## src/ppmfd_pkg.sv

```systemverilog
// Shared types and constants for the PPM frame decoder.
`timescale 1ns / 1ps
package ppmfd_pkg;

  localparam int unsigned StampW = 16;
  localparam int unsigned IdxW   = 4;
  localparam int unsigned SyncW  = 8;
  localparam int unsigned ChanW  = 3;

  typedef enum logic [1:0] {
    EV_SYNC    = 2'd0,
    EV_STORED  = 2'd1,
    EV_OVERRUN = 2'd2,
    EV_REJECT  = 2'd3
  } ppmfd_event_e;

  typedef enum logic [1:0] {
    REG_SYNC_GAP   = 2'd0,
    REG_MIN_WIDTH  = 2'd1,
    REG_MAX_WIDTH  = 2'd2,
    REG_SYNC_LIMIT = 2'd3
  } ppmfd_reg_e;

  localparam logic [StampW-1:0] SyncGapRst   = 16'd20000;
  localparam logic [StampW-1:0] MinWidthRst  = 16'd3500;
  localparam logic [StampW-1:0] MaxWidthRst  = 16'd8500;
  localparam logic [SyncW-1:0]  SyncLimitRst = 8'd10;

  typedef struct packed {
    logic [StampW-1:0] sync_gap;
    logic [StampW-1:0] min_width;
    logic [StampW-1:0] max_width;
    logic [SyncW-1:0]  sync_limit;
  } ppmfd_cfg_t;

  typedef struct packed {
    logic [StampW-1:0] last_stamp;
    logic [IdxW-1:0]   chan_idx;
    logic [SyncW-1:0]  sync_level;
  } ppmfd_state_t;

  typedef struct packed {
    ppmfd_event_e      kind;
    logic [ChanW-1:0]  chan;
    logic [StampW-1:0] width;
    logic              done;
    logic [SyncW-1:0]  sync;
  } ppmfd_result_t;

endpackage

```

## src/ppmfd_step.sv

```systemverilog
// Per-stamp decode: interval, classification and next decoder state.
`timescale 1ns / 1ps
module ppmfd_step #(
  parameter int unsigned NUM_CHANNELS = 7
) (
  input  logic [ppmfd_pkg::StampW-1:0] stamp_i,
  input  ppmfd_pkg::ppmfd_cfg_t        cfg_i,
  input  ppmfd_pkg::ppmfd_state_t      state_i,
  output ppmfd_pkg::ppmfd_state_t      state_o,
  output ppmfd_pkg::ppmfd_result_t     result_o
);

  localparam logic [ppmfd_pkg::IdxW-1:0] LastChan = ppmfd_pkg::IdxW'(NUM_CHANNELS);

  logic [ppmfd_pkg::StampW-1:0] interval;
  logic is_sync;
  logic is_width;
  logic idx_ok;

  assign interval = stamp_i - state_i.last_stamp;
  assign is_sync  = interval > cfg_i.sync_gap;
  assign is_width = (interval > cfg_i.min_width) && (interval < cfg_i.max_width);
  assign idx_ok   = (state_i.chan_idx != '0) && (state_i.chan_idx <= LastChan);

  always_comb begin
    state_o        = state_i;
    result_o.kind  = ppmfd_pkg::EV_REJECT;
    result_o.chan  = '0;
    result_o.width = interval;
    result_o.done  = 1'b0;
    if (is_sync) begin
      result_o.kind    = ppmfd_pkg::EV_SYNC;
      state_o.last_stamp = stamp_i;
      state_o.chan_idx   = ppmfd_pkg::IdxW'(1);
      if (state_i.sync_level < cfg_i.sync_limit) begin
        state_o.sync_level = state_i.sync_level + 1'b1;
      end
    end else if (is_width) begin
      state_o.last_stamp = stamp_i;
      if (idx_ok) begin
        result_o.kind    = ppmfd_pkg::EV_STORED;
        result_o.chan    = state_i.chan_idx[ppmfd_pkg::ChanW-1:0];
        result_o.done    = (state_i.chan_idx == LastChan);
        state_o.chan_idx = state_i.chan_idx + 1'b1; // wraps mod 16
      end else begin
        result_o.kind    = ppmfd_pkg::EV_OVERRUN;
        state_o.chan_idx = ppmfd_pkg::IdxW'(1);
        if (state_i.sync_level != '0) begin
          state_o.sync_level = state_i.sync_level - 1'b1;
        end
      end
    end else begin
      state_o.sync_level = '0;
    end
    result_o.sync = state_o.sync_level;
  end

endmodule

```

## src/ppm_frame_decoder_core.sv

```systemverilog
// Top level of the PPM frame decoder: input register, decode, result register.
// A stamp is taken into the input register; its result is then registered for output.
// Throughput: one stamp per cycle while the output is not stalled; the interval and
// state update are combinational between the input register and the result register.
// Reset: rst_ni clears both stages, the decoder state and loads the default thresholds.
`timescale 1ns / 1ps
module ppm_frame_decoder_core #(
  parameter int unsigned NUM_CHANNELS = 7
) (
  input  logic        clk_i,
  input  logic        rst_ni,
  input  logic        cfg_we_i,
  input  logic [1:0]  cfg_idx_i,
  input  logic [15:0] cfg_data_i,
  input  logic        in_valid_i,
  output logic        in_stall_o,
  input  logic [15:0] capture_stamp_i,
  output logic        out_valid_o,
  input  logic        out_stall_i,
  output logic [1:0]  event_kind_o,
  output logic [2:0]  channel_number_o,
  output logic [15:0] pulse_width_o,
  output logic        frame_done_o,
  output logic [7:0]  sync_count_o
);

  ppmfd_pkg::ppmfd_cfg_t    cfg_q;
  ppmfd_pkg::ppmfd_state_t  state_q, state_d;
  ppmfd_pkg::ppmfd_result_t res_q, res_d;

  logic        in_valid_q;
  logic [15:0] stamp_q;
  logic        out_valid_q;
  logic        out_adv;
  logic        in_take;

  assign out_adv    = !out_valid_q || !out_stall_i;
  assign in_stall_o = in_valid_q && !out_adv;
  assign in_take    = in_valid_i && !in_stall_o;

  always_ff @(posedge clk_i or negedge rst_ni) begin
    if (!rst_ni) begin
      cfg_q.sync_gap   <= ppmfd_pkg::SyncGapRst;
      cfg_q.min_width  <= ppmfd_pkg::MinWidthRst;
      cfg_q.max_width  <= ppmfd_pkg::MaxWidthRst;
      cfg_q.sync_limit <= ppmfd_pkg::SyncLimitRst;
    end else if (cfg_we_i) begin
      case (ppmfd_pkg::ppmfd_reg_e'(cfg_idx_i))
        ppmfd_pkg::REG_SYNC_GAP:   cfg_q.sync_gap   <= cfg_data_i;
        ppmfd_pkg::REG_MIN_WIDTH:  cfg_q.min_width  <= cfg_data_i;
        ppmfd_pkg::REG_MAX_WIDTH:  cfg_q.max_width  <= cfg_data_i;
        ppmfd_pkg::REG_SYNC_LIMIT: cfg_q.sync_limit <= cfg_data_i[7:0];
        default: ;
      endcase
    end
  end

  ppmfd_step #(
    .NUM_CHANNELS(NUM_CHANNELS)
  ) u_step (
    .stamp_i  (stamp_q),
    .cfg_i    (cfg_q),
    .state_i  (state_q),
    .state_o  (state_d),
    .result_o (res_d)
  );

  // Control and decoder state.
  always_ff @(posedge clk_i or negedge rst_ni) begin
    if (!rst_ni) begin
      in_valid_q  <= 1'b0;
      out_valid_q <= 1'b0;
      state_q     <= '0;
    end else begin
      if (!in_stall_o) begin
        in_valid_q <= in_valid_i;
      end
      if (out_adv) begin
        out_valid_q <= in_valid_q;
        if (in_valid_q) begin
          state_q <= state_d;
        end
      end
    end
  end

  // Payload beats.
  always_ff @(posedge clk_i) begin
    if (in_take) begin
      stamp_q <= capture_stamp_i;
    end
    if (out_adv && in_valid_q) begin
      res_q <= res_d;
    end
  end

  assign out_valid_o      = out_valid_q;
  assign event_kind_o     = res_q.kind;
  assign channel_number_o = res_q.chan;
  assign pulse_width_o    = res_q.width;
  assign frame_done_o     = res_q.done;
  assign sync_count_o     = res_q.sync;

endmodule

```

## config.mk

```make
export PLATFORM = sky130hd
export DESIGN_NAME = ppm_frame_decoder_core
export DESIGN_NICKNAME = d
export VERILOG_FILES = /design/src/ppmfd_pkg.sv /design/src/ppmfd_step.sv /design/src/ppm_frame_decoder_core.sv
export SDC_FILE = /design/constraint.sdc
export NUM_CORES = 1
export LEC_CHECK = 0
export ABC_CLOCK_PERIOD_IN_PS = 5450
export BUFFER_PORTS_ARGS = -buffer_cell sky130_fd_sc_hd__buf_2
export CELL_PAD_IN_SITES_DETAIL_PLACEMENT = 1
export CELL_PAD_IN_SITES_GLOBAL_PLACEMENT = 1
export CORE_MARGIN = 3
export CORE_UTILIZATION = 48
export CTS_CLUSTER_DIAMETER = 150
export DETAILED_ROUTE_END_ITERATION = 6
export GPL_TIMING_DRIVEN = 1
export PLACE_DENSITY_LB_ADDON = 0.2
export SLEW_MARGIN = 40
export SYNTH_ARGS = -nofsm -noshare
export SYNTH_HDL_FRONTEND = slang
export SYNTH_SLANG_ARGS = --single-unit
export TNS_END_PERCENT = 30
```

## constraint.sdc

```tcl
create_clock -name clk_i -period 5.45 [get_ports clk_i]
set_input_delay 0.2725 -clock clk_i [delete_from_list [all_inputs] [get_ports clk_i]]
set_output_delay 0.2725 -clock clk_i [all_outputs]
set_load 0.005 [all_outputs]
```

* After elaboration in Yosys (flattened, before gate mapping)
Cells that the tools add are included.
Word-level totals: flip-flop bits (word level) 132, latch bits 0, RAM bits 0, bits in read-only memories 0, input bits 39, word-level logic and storage cells 61, memories kept 0
Operators by class: $add $sub $neg 4, multipliers 0, div/mod/pow operators 0, order comparisons 5, eq/ne operators 4, shift-type cells 0, multiplexer cells 10, bitwise gates (word level) 2, reductions and logical operators 21
Operators with widths (number):
- $gt A16 B16 Y1 | 2
- $mux W8 | 4
- $mux W28 | 1
- $mux W20 | 1
- $lt A16 B16 Y1 | 1
- $sub A16 B16 Y16 | 1
- $reduce_and A2 Y1 | 5
- $add A8 B1 Y8 const B | 1
- $lt A8 B8 Y1 | 1
- $reduce_bool A8 Y1 | 1
- $sub A8 B1 Y8 const B | 1
- $logic_and A1 B1 Y1 | 5
- $mux W5 | 1
- $add A4 B1 Y4 const B | 1
- $eq A2 B2 Y1 const B | 2
- $eq A4 B3 Y1 const B | 1
- $le A4 B3 Y1 const B | 1
- $logic_not A1 Y1 | 4
- $mux W4 | 1
- $reduce_bool A4 Y1 | 1
- $mux W3 | 1
- $reduce_and A3 Y1 | 1
- $reduce_or A3 Y1 | 1
- $eq A2 B1 Y1 const B | 1
- other kinds (5) | 6

* Logic depth before layout (Yosys ltp)
word-level depth 6, depth in mapped cells 23

* Hierarchy
A second synthesis with hierarchy kept.
Second synthesis, totals: cell total of the unflattened synthesis 667, area total of the unflattened synthesis 7603.5 um^2
Modules (own cells, without submodules):
- ppm_frame_decoder_core | instances 1, cells an instance 232, area each 4635.7 um^2, sequential area each 3557.2 um^2
- ppmfd_step | instances 1, cells an instance 435, area each 2967.8 um^2, sequential area each 0.0 um^2

* Worst setup path after synthesis
Ideal clock, no wire load.
path kind reg2reg, start register state_q[12] (netlist name), end register res_q (netlist bit sync_count_o[7]), data pin, setup time 260 ps, data arrival time 4265 ps, setup slack 925 ps, cell stages (with the launch flop) 20, buffers on the path 0, period minus slack after synthesis 4525 ps, cells stage by stage dfrtp_1 ha_1 fa_1 nor2b_1 o21ai_0 a21boi_0 o211ai_1 a31oi_1 a21o_1 a21oi_1 xnor2_1 ha_1 nand4_1 or4_4 o22ai_2 a31oi_4 and3_1 and2_1 o2bb2ai_1 mux2_2
RTL lines:
- from (decl) | line ppm_frame_decoder_core.sv:28 | ppmfd_pkg::ppmfd_state_t state_q, state_d;
- from (signal assigned) | line ppm_frame_decoder_core.sv:81 | state_q <= state_d;
- to (signal assigned) | line ppm_frame_decoder_core.sv:93 | res_q <= res_d;
- to (decl) | line ppm_frame_decoder_core.sv:29 | ppmfd_pkg::ppmfd_result_t res_q, res_d;

==> impl_summary.log <==
[metrics] clock tree from TritonCTS: yes
[metrics] gate count of the mapped netlist: 666
[metrics] post-route fraction of the period consumed by the critical path: 93.68%
[metrics] number of antenna violations at the first check in global routing: 0
[metrics] post-synthesis simple-gate area fraction: 10.61%
[metrics] Worst Hold Launch: capture_stamp_i[14]
[metrics] kind of start point of the critical path: flip-flop
[metrics] vias in the first global route: 5,918
[metrics] vias after detailed routing: 5,394
[metrics] number of distinct library cells after synthesis: 61
[metrics] sum of overflow across all layers after global routing: 0
[metrics] final-report setup violation count: 0
[metrics] cell with the biggest individual delay on the critical path: sky130_fd_sc_hd__or4_4
[metrics] combinational family with the most area after synthesis: adder cells
[metrics] number of nets in the layout: 866
[metrics] Post CTS Setup Buffer Count: 0
[metrics] Achievable Freq: 195.9 MHz
[metrics] dominant synthesized flop cell: sky130_fd_sc_hd__dfrtp_1
[metrics] cell at the root of the clock tree: sky130_fd_sc_hd__clkbuf_16
[metrics] y dimension of the die: 128.9 µm
[metrics] clock transition time at the flip-flop clock pins of the worst setup and hold paths: 0.06 ns
[metrics] Final HPWL DP: 14,060 µm
[metrics] placement-stage cell area: 7850 µm²
[metrics] Power Density: 682.8 nW/µm²
[metrics] routed length per instance: 20.16 µm
[metrics] H-tree lvl count: 4
[metrics] status: completed
[metrics] longest individual stage delay on the worst path: 0.58 ns
[metrics] post-synthesis cell type with the largest combined area: sky130_fd_sc_hd__dfrtp_1
[metrics] I/O pins: 71
[metrics] worst hold margin: 0.01592 ns
[metrics] dominant cells by area after synthesis: sky130_fd_sc_hd__dfrtp_1 (23%), sky130_fd_sc_hd__edfxtp_1 (19%), sky130_fd_sc_hd__ha_1 (13%), sky130_fd_sc_hd__dfstp_2 (6.9%), sky130_fd_sc_hd__mux2_2 (6.8%)
[metrics] post-route setup slack: 0.3446 ns
[metrics] fraction of the mapped netlist area in compound gates: 12.65%
[metrics] synth warn: 0
[metrics] area share of the leading cell type in the synthesized netlist: 23.13%
[metrics] Max Transition Viols Final: 0
[metrics] Setup crit start: stamp_q[0]$_DFFE_PP_
[metrics] FP Rows: 44
[metrics] proportion of synthesized area in mux cells: 7.387%
[metrics] Layout Skew: 0.01029 ns
[metrics] wire length of the first global-routing pass: 30,750 µm
[metrics] most common cell after layout, fill and taps aside: sky130_fd_sc_hd__inv_1
[metrics] Worst Hold Path Cells: 1
[metrics] worst reg2reg path startpoint: stamp_q[0]$_DFFE_PP_
[metrics] sort of element at the end of the critical path: flip-flop
[metrics] post-synthesis instance area: 7249 µm²
[metrics] pin slew with the least headroom to its limit: 0.7169 ns
[metrics] total length of routed wires: 19,130 µm
[metrics] Bufs on Longest Clock Path: 2
[metrics] worst setup slack before clock tree synthesis: 0.09008 ns
[metrics] adder-cell share of the synthesized area: 13.05%
[metrics] cell-by-cell trace of the critical path: inv_1 > ha_1 > fa_1 > nor2b_1 > o21ai_0 > a21boi_1 > o211ai_1 > a31oi_2 > a21o_1 > a21oi_1 > xnor2_2 > ha_1 > nand4_1 > or4_4 > a21o_1 > a31oi_4 > nand4_2 > o41ai_2 > a21oi_1 > a31oi_1
[metrics] number of buffers inserted during clock tree synthesis: 17
[metrics] unrepaired setup endpoints after global routing: false
[metrics] area of the core: 14,640 µm²
[metrics] arrival time of the worst setup path: 5.43 ns
[metrics] cells on worst reg2reg path: 20
[metrics] share of final-layout standard cells stronger than drive strength 1: 26.01%
[metrics] critical path start-end classification: flip-flop to flip-flop
[metrics] Starting Density: 49.50%
[metrics] drt drc: 0
[metrics] die area: 16,610 µm²
[metrics] GRT Overall Usage: 24.18%
[metrics] Final min period: 5.105 ns
[metrics] hold violation count in the final report: 0
[metrics] highest net fanout along the worst path: 8
[metrics] worst supply voltage drop on vdd: 0.3973 mV
[metrics] Starting DRT DRC Count: 217
[metrics] vias per cell: 5.684
[metrics] number of detailed-route iterations in the first pass: 4
[metrics] remaining antenna violation count: 0
[metrics] pin count of the biggest net entering global routing: 57
[metrics] Post-Synthesis Net Count: 780
[metrics] share of the yosys chip area belonging to registers: 49.07%
[metrics] die outline width: 128.9 µm
[metrics] required time of the worst setup path: 5.77 ns
[metrics] number of synthesized register bits: 132
[metrics] filler cell count in the final layout: 1,572
[metrics] commonest cells after routing, fill and taps aside: sky130_fd_sc_hd__inv_1 (82), sky130_fd_sc_hd__ha_1 (74), sky130_fd_sc_hd__buf_2 (69)
[metrics] Clock Sink Count: 132
[metrics] relative slew slack: 52.15%
[metrics] design area: 8511 µm²
[metrics] area growth from synthesis to final layout: 17.40%
[metrics] Buffers on Ports: 70
[metrics] Clock Latency Late Sink: 0.43 ns
[metrics] Final Wtd Congestion: 0.8377
[metrics] kind of path behind the tightest hold check: input port to flip-flop
[metrics] EDFF count, synth: 46
[metrics] average size of a mapped cell: 10.89 µm²
[metrics] Finished Core Util: 58.12%
[metrics] antenna diode instance count: 0
[metrics] xor and xnor fraction of the mapped netlist area: 1.691%
[metrics] count of max-cap constraint violations: 0
[metrics] Leak: 3.897 nW
[metrics] share of synthesized registers carrying an async set or reset: 65.15%
where the power goes:
part	total (W)	internal [W]	switching [W]	leakage (nW)
logic	0.00307	0.00124	0.00184	2.15
clock network	0.00117	0.000729	0.000438	0.285
registers	0.00157	0.00140	0.000170	1.46
total	0.00581	0.00336	0.00245	3.90
path summary, 6_finish.rpt:
| check | slack (ns) | to |
|---|---|---|
| max in group asynchronous | 4.00 | cfg_q[2]$_DFFE_PN0P_ |
| min in group asynchronous | 0.37 | state_q[7]$_DFFE_PN0P_ |
| hold reg to reg | 0.49 | out_valid_o$_DFFE_PN0N_ |
| setup reg to reg | 0.34 | state_q[4]$_DFFE_PN0P_ |
| setup / recovery | 0.34 | state_q[4]$_DFFE_PN0P_ |
| hold / removal | 0.02 | stamp_q[14]$_DFFE_PP_ |
repair_timing:
item	CTS	global route
gates cloned	0	0
pin swaps	0	0
endpoints found under the setup margin	11	39
resized for setup	1	9
hold buffers	1	0
hold endpoints to repair	30	0
metal layers:
metal	vias up	wire length (µm)	GRT usage, %
li1	2541	-	-
met1	2704	7782	28.43
met2	111	10010	42.53
met3	38	685	4.898
met4	0	654	10.93
met5	-	0	0
logic make-up after synthesis:
family | count (synthesis)
xor+xnor | 14
fa+ha+maj | 75
compound gates | 142
flops | 132
simple gates | 158
mux | 47
buf+inv | 98
through the flow:
| stage | TNS, ns | std cells | power, W |
|---|---|---|---|
| detailed placement | 0 | 916 | 0.004528 |
| floorplan | 0 | 666 | 0.003578 |
| CTS | -0.04409 | 949 | 0.005795 |
| global route | 0 | 949 | 0.006267 |
| global placement | 0 | 914 | 0.004360 |
| finish | 0 | 949 | 0.005811 |
layout make-up:
class                      instances  area (µm²)  area share [%]
timing repair buffer              82       465.4           5.469
clock buffer                      19       442.9           5.204
inverter                          83       312.8           3.675
sequential                       132        3557           41.80
clock inverter                    13       156.4           1.838
multi-input combinational        436        3346           39.31
tap                              184       230.2           2.705
synth_stat cells, types with 7 or more instances:
library cell and number:
sky130_fd_sc_hd__dfstp_2 19, sky130_fd_sc_hd__inv_1 82, sky130_fd_sc_hd__a21oi_1 35, sky130_fd_sc_hd__a21o_1 7, sky130_fd_sc_hd__nand3_1 15, sky130_fd_sc_hd__nand4_1 9, sky130_fd_sc_hd__clkbuf_1 10, sky130_fd_sc_hd__and3_1 11
sky130_fd_sc_hd__nor2_1 22, sky130_fd_sc_hd__mux2_2 44, sky130_fd_sc_hd__nand2_1 61, sky130_fd_sc_hd__o21ai_0 33, sky130_fd_sc_hd__edfxtp_1 46, sky130_fd_sc_hd__xnor2_1 12, sky130_fd_sc_hd__dfrtp_1 67, sky130_fd_sc_hd__ha_1 74
sky130_fd_sc_hd__nor3_1 7, sky130_fd_sc_hd__o21ai_1 15
sequential cells by signal, indices dropped and copies added (netlist names):
register and flops:
state_q 28, event_kind_o 2, frame_done_o 1, stamp_q 16, channel_number_o 3, pulse_width_o 16
sync_count_o 8, cfg_q 56, in_valid_q 1, out_valid_o 1
worst max-delay path: cells and delay by family (launching register included):
kind,cells,cell delay [ns]
xor+xnor,1,0.15
flops,1,0.40
fa+ha+maj,3,0.81
compound gates,11,2.52
simple gates,4,1.07
buf+inv,1,0.07
Note: power is estimated with default switching activity, not from simulation.
